[src/design/swm_pkg.sv]
// swm_pkg: shared sizes, types and link struct for the running median filter
// used by swm_cell, sliding_window_median and swm_checker; no dependencies
package swm_pkg;

	// window capacity and field widths
	localparam int WINDOW_MAX = 16;
	localparam int SAMPLE_W   = 16;
	localparam int LEN_W      = 5;
	localparam int AGE_W      = (WINDOW_MAX > 1) ? $clog2(WINDOW_MAX) : 1;
	localparam int CNT_W      = $clog2(WINDOW_MAX + 1);

	localparam logic [LEN_W-1:0] LEN_RESET = LEN_W'(16);

	typedef logic signed [SAMPLE_W-1:0] sample_t;
	typedef logic [AGE_W-1:0]           age_t;
	typedef logic [CNT_W-1:0]           cnt_t;
	typedef logic [LEN_W-1:0]           len_t;

	// what one cell hands to its upper neighbor: its slot of the window with the
	// oldest entry taken out, and whether that entry stays at or below the new sample
	typedef struct packed {
		sample_t val;
		age_t    age;
		logic    le;
	} swm_link_t;

endpackage

[src/design/sliding_window_median.sv]
// sliding_window_median: running median over the last window_length samples
// output: the median of an accepted request is registered on the output in the cycle after acceptance
// throughput: one request per cycle while in_stall is low; the cell row updates on each accepted request
// reset: length 16, window zeros; after reset in_stall is high while the
// cell row is cleared; a window_length write also clears the row in that cycle
// depends on swm_pkg and swm_cell
module sliding_window_median import swm_pkg::*; (
	input  logic    clk,
	input  logic    arst_n,
	input  logic    window_length_we,
	input  len_t    window_length,
	input  logic    in_valid,
	output logic    in_stall,
	input  sample_t sample,
	output logic    out_valid,
	input  logic    out_stall,
	output sample_t median
);

	len_t      len_q;
	logic      init_q;
	logic      out_valid_q;
	sample_t   median_q;
	cnt_t      n;
	cnt_t      mid;
	logic      accept;
	logic      clear;

	sample_t   vals     [WINDOW_MAX];
	age_t      ages     [WINDOW_MAX];
	logic      shifts   [WINDOW_MAX];
	swm_link_t links    [WINDOW_MAX];
	sample_t   nxt_vals [WINDOW_MAX];

	assign in_stall  = init_q | (out_valid_q & out_stall);
	assign accept    = in_valid & ~in_stall;
	assign clear     = init_q | window_length_we;
	assign out_valid = out_valid_q;
	assign median    = median_q;

	// effective length, clamped to 1..WINDOW_MAX
	always_comb begin
		if (len_q == '0) begin
			n = cnt_t'(1);
		end else if (int'(len_q) > WINDOW_MAX) begin
			n = cnt_t'(WINDOW_MAX);
		end else begin
			n = cnt_t'(len_q);
		end
		mid = n >> 1;
	end

	// length register and post-reset clear
	always_ff @(posedge clk or negedge arst_n) begin
		if (!arst_n) begin
			len_q  <= LEN_RESET;
			init_q <= 1'b1;
		end else begin
			init_q <= 1'b0;
			if (window_length_we) begin
				len_q <= window_length;
			end
		end
	end

	// row of cells, lowest value in cell 0
	for (genvar g = 0; g < WINDOW_MAX; g++) begin : g_cell
		sample_t   up_val;
		age_t      up_age;
		logic      prev_shift;
		swm_link_t prev_r;

		if (g == 0) begin : g_lo
			assign prev_shift = 1'b0;
			assign prev_r     = '{val: '0, age: '0, le: 1'b1};
		end else begin : g_mid
			assign prev_shift = shifts[g-1];
			assign prev_r     = links[g-1];
		end

		if (g == WINDOW_MAX - 1) begin : g_hi
			assign up_val = '0;
			assign up_age = '0;
		end else begin : g_up
			assign up_val = vals[g+1];
			assign up_age = ages[g+1];
		end

		swm_cell u_cell (
			.clk        (clk),
			.load       (accept),
			.clear      (clear),
			.idx        (age_t'(g)),
			.len        (n),
			.x          (sample),
			.up_val     (up_val),
			.up_age     (up_age),
			.prev_shift (prev_shift),
			.prev_r     (prev_r),
			.val        (vals[g]),
			.age        (ages[g]),
			.shift      (shifts[g]),
			.r          (links[g]),
			.nxt_val    (nxt_vals[g])
		);
	end

	// output register valid
	always_ff @(posedge clk or negedge arst_n) begin
		if (!arst_n) begin
			out_valid_q <= 1'b0;
		end else if (accept) begin
			out_valid_q <= 1'b1;
		end else if (!out_stall) begin
			out_valid_q <= 1'b0;
		end
	end

	// output register payload: middle slot of the updated row
	always_ff @(posedge clk) begin
		if (accept) begin
			median_q <= nxt_vals[mid[AGE_W-1:0]];
		end
	end

endmodule

[src/design/swm_cell.sv]
// swm_cell: one slot of the sorted window, value plus age since insertion
// depends on swm_pkg; a row of these forms the insertion chain in the top level
module swm_cell import swm_pkg::*; (
	input  logic      clk,
	input  logic      load,
	input  logic      clear,
	input  age_t      idx,
	input  cnt_t      len,
	input  sample_t   x,
	input  sample_t   up_val,
	input  age_t      up_age,
	input  logic      prev_shift,
	input  swm_link_t prev_r,
	output sample_t   val,
	output age_t      age,
	output logic      shift,
	output swm_link_t r,
	output sample_t   nxt_val
);

	sample_t val_q;
	age_t    age_q;
	age_t    nxt_age;
	sample_t rv;
	age_t    ra;
	logic    active;
	logic    ok;
	logic    del;
	logic    rle;

	assign val = val_q;
	assign age = age_q;

	// oldest entry leaves; slots above it slide down by one
	always_comb begin
		active = cnt_t'(idx) < len;
		ok     = (cnt_t'(idx) + cnt_t'(1)) < len;
		del    = active && ((cnt_t'(age_q) + cnt_t'(1)) == len);
		shift  = prev_shift | del;
		rv     = shift ? up_val : val_q;
		ra     = shift ? up_age : age_q;
		rle    = ok && (rv <= x);
		r.val  = rv;
		r.age  = ra;
		r.le   = rle;
	end

	// keep own entry, take the new sample, or take the neighbor below
	always_comb begin
		if (rle) begin
			nxt_val = rv;
			nxt_age = ra + age_t'(1);
		end else if (prev_r.le) begin
			nxt_val = x;
			nxt_age = '0;
		end else begin
			nxt_val = prev_r.val;
			nxt_age = prev_r.age + age_t'(1);
		end
	end

	// slot storage; clear gives every slot a distinct age
	always_ff @(posedge clk) begin
		if (clear) begin
			val_q <= '0;
			age_q <= idx;
		end else if (load && active) begin
			val_q <= nxt_val;
			age_q <= nxt_age;
		end
	end

endmodule

[config.mk]
export PLATFORM = sky130hd
export DESIGN_NAME = sliding_window_median
export DESIGN_NICKNAME = d
export VERILOG_FILES = /design/src/design/swm_pkg.sv /design/src/design/sliding_window_median.sv /design/src/design/swm_cell.sv
export SDC_FILE = /design/constraint.sdc
export NUM_CORES = 2
export LEC_CHECK = 0
export BUFFER_PORTS_ARGS = -buffer_cell sky130_fd_sc_hd__buf_2
export CORE_UTILIZATION = 55
export DETAILED_ROUTE_END_ITERATION = 6
export PLACE_DENSITY = 0.71
export SLEW_MARGIN = 40
export SYNTH_ARGS = -nofsm -noshare
export SYNTH_HDL_FRONTEND = slang
export SYNTH_SLANG_ARGS = --single-unit
[constraint.sdc]
create_clock -name clk -period 11.3 [get_ports clk]
set_input_delay 0.565 -clock clk [delete_from_list [all_inputs] [get_ports clk]]
set_output_delay 0.565 -clock clk [all_outputs]
set_load 0.02 [all_outputs]
## Word-level counts from Yosys, hierarchy flattened

Cells that the tools add are included.

| word-level totals | value |
|---|---|
| bits in registers | 343 |
| input bits | 26 |
| output and inout bits | 18 |
| word-level logic and storage cells | 291 |

| cells by class | value |
|---|---|
| $add $sub $neg | 32 |
| order comparisons | 35 |
| equality and inequality tests | 17 |
| mux-type cells | 101 |
| bitwise logic cells | 21 |
| reductions and logical operators | 49 |

Operator list:

| operator | number |
|---|---|
| 2-to-1 mux 16 bit | 49 |
| less-or-equal comparator 16 bit | 16 |
| 2-to-1 mux 4 bit | 47 |
| adder 4 x 1 -> 5 bit (second input constant) | 16 |
| equality test 5 bit | 16 |
| adder 4 x 1 -> 4 bit (second input constant) | 16 |
| binary-select mux 16 bit (select 4 bit) | 1 |
| logical AND 1 bit | 48 |
| less-than comparator 4 x 5 -> 1 bit (first input constant) | 8 |
| less-than comparator 3 x 5 -> 1 bit (first input constant) | 4 |
| bitwise OR 1 bit | 17 |
| less-than comparator 1 x 5 -> 1 bit (first input constant) | 2 |
| less-than comparator 2 x 5 -> 1 bit (first input constant) | 2 |
| 2-to-1 mux 5 bit | 2 |
| >= comparator 5 bit (second input constant) | 1 |
| > comparator 5 bit (second input constant) | 1 |
| logical NOT 5 bit | 1 |
| less-than comparator 5 bit (first input constant) | 1 |
| inverter 4 -> 5 bit | 1 |
| AND 1 bit | 2 |
| 2-to-1 mux 1 bit | 2 |
| inequality test 2 x 1 -> 1 bit (second input constant) | 1 |
| inverter 1 bit | 1 |

## Longest topological paths before layout

| logic depth | value |
|---|---|
| depth after elaboration | 27 |
| depth in mapped cells | 27 |
| depth with buffers taken out | 21 |

## By module

A second synthesis with hierarchy kept.

| second synthesis, totals | value |
|---|---|
| cell total of the unflattened synthesis | 4733 |
| area, all modules | 41359.7 sq um |

Modules (own cells, without submodules):

| module | instances | cells an instance | area an instance (sq um) | sequential area each (sq um) |
|---|---|---|---|---|
| swm_cell at g_cell[10].u_cell ... | 12 | 296 | 2496.1 | 440.4 |
| swm_cell at g_cell[0].u_cell ... | 3 | 227 | 2293.4 | 440.4 |
| swm_cell at g_cell[15].u_cell | 1 | 296 | 2466.1 | 440.4 |
| sliding_window_median | 1 | 204 | 2059.5 | 658.1 |

## Least setup slack after synthesis

No wires, ideal clock.

| path | value |
|---|---|
| path type | reg2reg |
| start | reg len_q[4] |
| end | reg g_cell[12].u_cell.val_q[0] |
| library setup time | 133 ps |
| arrival | 5810 ps |
| required time | 11167 ps |
| slack | 5357 ps |
| stages on the path, launching flop included | 24 |
| path buffers | 6 |
| clock period less this slack | 5943 ps |
| cells stage by stage | dfstp_2 -> buf_2 -> buf_2 -> nor4_1 -> nor2_1 -> xnor2_1 -> o2bb2ai_1 -> or3_1 -> buf_6 -> nor4b_1 -> buf_2 -> mux2_2 -> ha_1 -> a21o_1 -> a21o_1 -> a21oi_1 -> nor2_1 -> a2111oi_0 -> o21ai_0 -> a31oi_1 -> clkbuf_1 -> buf_1 -> mux2i_1 -> a21oi_1 |

| on the way | value |
|---|---|
| cells in the longest elaborated chain, start to end | 21 |
| elaborated cells on any way between the ends | 65 |
| those cells by class | order compare: 17; eq/ne: 13; mux: 6; bitwise: 12; reduce/logical: 17 |

RTL lines:

| item | line | RTL |
|---|---|---|
| start: declaration | sliding_window_median.sv:20 | `len_t len_q;` |
| start signal: assignment | sliding_window_median.sv:61 | `len_q <= window_length;` |
| > comparator 5 bit | sliding_window_median.sv:45 | `end else if (int'(len_q) > WINDOW_MAX) begin` |
| 2-to-1 mux 5 bit | sliding_window_median.sv:45 |  |
| 2-to-1 mux 5 bit (*) | sliding_window_median.sv:43 | `if (len_q == '0) begin` |
| less-than comparator 1 x 5 -> 1 bit or equality test 5 bit (tied branches) | swm_cell.sv:36, swm_cell.sv:38 |  |
| logical AND 1 bit | swm_cell.sv:38 | `del = active && ((cnt_t'(age_q) + cnt_t'(1)) == len);` |
| bitwise OR 1 bit (11 in a row) | swm_cell.sv:39 | `shift = prev_shift \| del;` |
| 2-to-1 mux 16 bit or bitwise OR 1 bit (tied branches) | swm_cell.sv:40, swm_cell.sv:39 |  |
| less-or-equal comparator 16 bit or 2-to-1 mux 16 bit (tied branches) | swm_cell.sv:42, swm_cell.sv:40 |  |
| logical AND 1 bit or less-or-equal comparator 16 bit (tied branches) | swm_cell.sv:42 | `rle = ok && (rv <= x);` |
| 2-to-1 mux 16 bit or logical AND 1 bit (tied branches) | swm_cell.sv:53, swm_cell.sv:42 |  |
| 2-to-1 mux 16 bit | swm_cell.sv:50 | `if (rle) begin` |
| end signal: assignment | swm_cell.sv:68 | `val_q <= nxt_val;` |
| end: declaration | swm_cell.sv:21 | `sample_t val_q;` |

Mark *: on every way between the ends. The rest lies on a longest branch, timed or not.
A chain may end at the register's enable or synchronous reset.

## Final worst setup path

| path | value |
|---|---|
| start | reg len_q[3] |
| end | reg median_q[13], in the netlist median[13] (data pin) |

| on the way | value |
|---|---|
| cells in the longest elaborated chain, start to end | 27 |
| elaborated cells on any way between the ends | 151 |
| those cells by class | order compare: 34; eq/ne: 16; mux: 52; bitwise: 16; reduce/logical: 33 |

RTL lines:

| item | line | RTL |
|---|---|---|
| > comparator 5 bit | sliding_window_median.sv:45 |  |
| 2-to-1 mux 5 bit | sliding_window_median.sv:45 |  |
| 2-to-1 mux 5 bit (*) | sliding_window_median.sv:43 |  |
| less-than comparator 1 x 5 -> 1 bit, or another cell as far along | swm_cell.sv:36 | `active = cnt_t'(idx) < len;` |
| logical AND 1 bit | swm_cell.sv:38 |  |
| bitwise OR 1 bit (14 in a row) | swm_cell.sv:39 |  |
| bitwise OR 1 bit or 2-to-1 mux 16 bit (tied branches) | swm_cell.sv:39, swm_cell.sv:40 |  |
| 2-to-1 mux 16 bit or less-or-equal comparator 16 bit (tied branches) | swm_cell.sv:40, swm_cell.sv:42 |  |
| less-or-equal comparator 16 bit or logical AND 1 bit (tied branches) | swm_cell.sv:42 |  |
| logical AND 1 bit or 2-to-1 mux 16 bit (tied branches) | swm_cell.sv:42, swm_cell.sv:53 |  |
| 2-to-1 mux 16 bit | swm_cell.sv:50 |  |
| binary-select mux 16 bit (select 4 bit) (*) | sliding_window_median.sv:122 | `median_q <= nxt_vals[mid[AGE_W-1:0]];` |
| 2-to-1 mux 16 bit (not written as such) (*) (2 in a row) | sliding_window_median.sv:122 |  |
| end signal: assignment | sliding_window_median.sv:122 |  |
| end: declaration | sliding_window_median.sv:23 | `sample_t median_q;` |

Mark *: on every way between the ends. The rest lies on a longest branch, timed or not. The select of a mux whose other input is x is not followed.

==> impl_metrics.py <==
metrics = {
    "critical_path": {
        "reg2regPathDepth": 20,
        "end_kind": "flop",
        "reg2reg_slack_ns": 3.19,
        "timing.rr.start": "len_q[3]",
        "worstSetupStartpointType": "flop",
        "worst-path-max-fanout": 34,
        "slowest_stage": "a2111oi_1",
        "worstPathCellList": "buf_4 > nor2_1 > and2_0 > a2111oi_1 > o2bb2ai_1 > or3_1 > or3b_4 > mux2i_1 > inv_1 > ha_1 > and4_1 > a221oi_1 > nand2_1 > a31oi_4 > buf_4 > nor3_1 > o21bai_1 > a222oi_1 > a31oi_1 > a221o_1",
        "crit_family": "compound AO/OA/AOI/OAI gates",
        "crit_type": "reg -> reg",
        "slowest_delay_ns": 0.77,
        "r2r_end": "median[13]",
        "cp.buffers_inverters": 3,
        "required_ns": 11.66,
        "cp.arrival_ns": 8.46,
        "crit_path_frequent_cell": "buf_4",
    },
    "sta": {
        "worst_slew_pin_slew_ns": 0.9058,
        "finClkSkew_ns": 0.01983,
        "relSlewSlack_pct": 39.24,
        "timing.fmax_mhz": 123.4,
        "rsz0062_at_grt": "false",
        "setup-violations-final": 0,
        "timing.final.crit_share_pct": 71.73,
        "finalCriticalPeriod_ns": 8.106,
        "fin_tns_setup_ns": 0,
        "hold_viol_final": 0,
        "final_max_slew_viol_count": 0,
    },
    "grt": {
        "grt_pass1_wl_um": 180500,
        "gr-usage-all-layers_pct": 41.63,
        "gr-total-overflow": 0,
        "grt_antenna_before_repair": 6,
        "grt_pass1_vias": 28560,
        "grt_max_degree": 96,
    },
    "routing": {
        "wl_per_cell_um": 26.35,
        "detail-route-antenna-nets": 0,
        "drt_wl_total_um": 121500,
        "first_iter_violations": 4284,
        "routed-via-count": 31500,
        "drcViolationCount": 0,
        "drt_first_pass_iters": 6,
        "vias_per_cell": 6.829,
    },
    "power_and_ir_drop": {
        "p_sw_share_pct": 40.19,
        "pwr-share-seq_pct": 29.3,
        "p_sw_mw": 1.800,
        "powerDensity_nw_per_um2": 135.6,
        "p_int_mw": 2.679,
        "clock_power_share_pct": 31.4,
        "p_total_mw": 4.479,
        "leakagePower_nw": 14.67,
        "peakVddDrop_mv": 0.1077,
        "p_comb_share_pct": 39.2,
    },
    "yosys": {
        "ys_ff_latch": 343,
        "async_reset_ff_share_pct": 2.041,
        "synthesis.nets": 4238,
        "yosysSeqAreaShare_pct": 23.06,
        "yosys_warnings": 0,
        "netlist_area_um2": 30630,
        "synth_edf_count": 16,
        "synth_top_area_cell": "dfxtp_1",
        "netlist_top_cells_area": "dfxtp_1 21%, ha_1 11%, mux2i_1 6.6%",
        "synth_cells": 3942,
        "syn_avg_cell_area_um2": 7.770,
        "ys_types": 98,
        "netlist.area_leader.share_pct": 20.92,
        "synth_ff_type": "dfxtp_1",
    },
    "clocking": {
        "cts_resized": 0,
        "clock_latency_ns": 0.61,
        "cts_buffers": 44,
        "cts_max_level": 2,
        "cts_root_buf": "clkbuf_16",
        "cts_buffer_depth": 3,
        "cts_tree": "built",
        "cts_setup_buffers": 0,
        "cts.clk_slew.worst_paths_ns": 0.06,
        "clock-sinks": 343,
    },
    "floorplan": {
        "initial_core_util_pct": 55.60,
        "num_rows": 86,
        "boundaryPins": 44,
        "core-area_um2": 55090,
        "die-area_um2": 56640,
        "die_y_um": 238.0,
        "die_width_um": 238.0,
    },
    "min_path": {
        "hp-class": "in -> reg",
        "holdPathStages": 3,
        "hp-start": "out_stall",
        "whs_endpoint": "out_valid",
    },
    "finish": {
        "drive_gt1_share_pct": 11.96,
        "fillers": 5192,
        "nNetsFinal": 4126,
        "area_growth_pct": 7.806,
        "multi_input_area_um2": 22080,
        "seq_area_um2": 7067,
    },
    "placement": {
        "dpl.hpwl_um": 85250,
        "place_congestion": 1.035,
        "numPortBuffers": 43,
    },
    "run": {
        "maxCapViolCount": 0,
    },
    "run_status": {
        "status": "completed",
    },
}
[stage by stage]
step	area, um2	instances	utilization [%]	hold slack, ns	setup slack, ns
floorplan	30630	3942	-	0.2694	5.357
global placement	31500	4528	57.18	0.4297	3.351
detailed placement	31570	4529	57.29	0.4304	3.278
CTS	32970	4608	59.84	0.1655	3.273
global route	33020	4610	59.93	0.2040	2.808
finish	33020	4612	59.94	0.1884	3.194
[cells in the mapped netlist (39+ instances only)]
cell type,count
nor2_1,469
dfxtp_1,320
a21oi_1,319
nand2_1,314
o21ai_0,301
ha_1,270
clkbuf_1,237
mux2i_1,201
inv_1,152
mux2_2,149
a211oi_1,112
nor3_1,105
o211ai_1,57
a221oi_1,48
nand3_1,48
a21o_1,42
nand4_1,42
xnor2_1,39
[how the worst max path moves through the flow]
stage               cells past startpoint                        to      from  slack [ns]
detailed placement                     21                median[13]  len_q[4]        3.28
global placement                       20                median[13]  len_q[4]        3.35
CTS                                    21                median[13]  len_q[4]        3.27
floorplan                              23  g_cell[12].u_cell.val[0]  len_q[4]        5.36
global route                           20                median[13]  len_q[4]        2.81
finish                                 20                median[13]  len_q[3]        3.19
[power groups by stage]
stage / Clock [mW] / Sequential [mW] / Combinational, mW
6_report: 1.41 / 1.31 / 1.76
5_1_grt: 1.46 / 1.32 / 1.86
4_1_cts: 1.41 / 1.31 / 1.69
3_5_place_dp: 0 / 1.34 / 1.68
3_3_place_gp: 0 / 1.34 / 1.67
2_1_floorplan: 0 / 1.32 / 1.23
[kinds of logic after synthesis]
family,share of synthesized area [%]
muxes,12.59
buffers and inverters,5.854
AOI/OAI and AO/OA,27.42
xor gates and xnor gates,2.692
DFF,23.06
other,0.01224
adders and majority gates,11.03
and+or+nand+nor,17.34
[cell type report]
| class | instances | share of cell area (%) |
|---|---|---|
| repair buffers | 141 | 2.929 |
| well taps | 748 | 2.834 |
| flip-flops and latches | 343 | 21.40 |
| clock buffers | 58 | 3.804 |
| clock inverters | 20 | 0.4054 |
| inverters | 154 | 1.751 |
| diodes | 2 | 0.01516 |
| multi-input cells | 3146 | 66.86 |
[placed cells by master (no fill, tap or decap), types with 30 or more instances in the layout]
cell type	instances
nor2_1	455
dfxtp_1	320
a21oi_1	313
nand2_1	312
o21ai_0	299
ha_1	270
mux2i_1	200
inv_1	149
mux2_2	149
a211oi_1	111
nor3_1	103
buf_4	91
o211ai_1	57
nand3_1	48
a221oi_1	48
clkbuf_16	46
buf_2	44
a21o_1	42
nand4_1	42
xnor2_1	39
nor2b_1	34
xor2_1	32
a31oi_1	32
o22ai_1	31
o31a_1	31
o211a_1	30
[registers in the layout, indices dropped and copies added (netlist names)]
name,count
init_q,1
median,16
out_valid,1
g_cell.u_cell.age,64
len_q,5
g_cell.u_cell.val,256
[worst register-to-register path, delay by kind of cell, from the launching register on]
| kind | cells | cell delay, ns |
|---|---|---|
| flip-flops | 1 | 0.76 |
| AO/OA/AOI/OAI | 8 | 3.35 |
| adder cells (fa/ha/maj) | 1 | 0.28 |
| buffers and inverters | 3 | 0.92 |
| multiplexers | 1 | 0.36 |
| AND/OR/NAND/NOR | 7 | 2.20 |
[per-layer routing]
layer	vias up	GRT usage, %	part of all wire, %
met5	-	0	0.011
met1	14690	55.02	39
li1	14390	-	-
met4	2	26.50	7.4
met2	1982	61.79	42
met3	441	8.353	12
[what timing repair did]
action	in CTS	in global routing
hold buffers	1	0
endpoints found under the hold margin	5	0
endpoints found under the setup margin	0	0
Note: power is estimated with default switching activity, not from simulation.
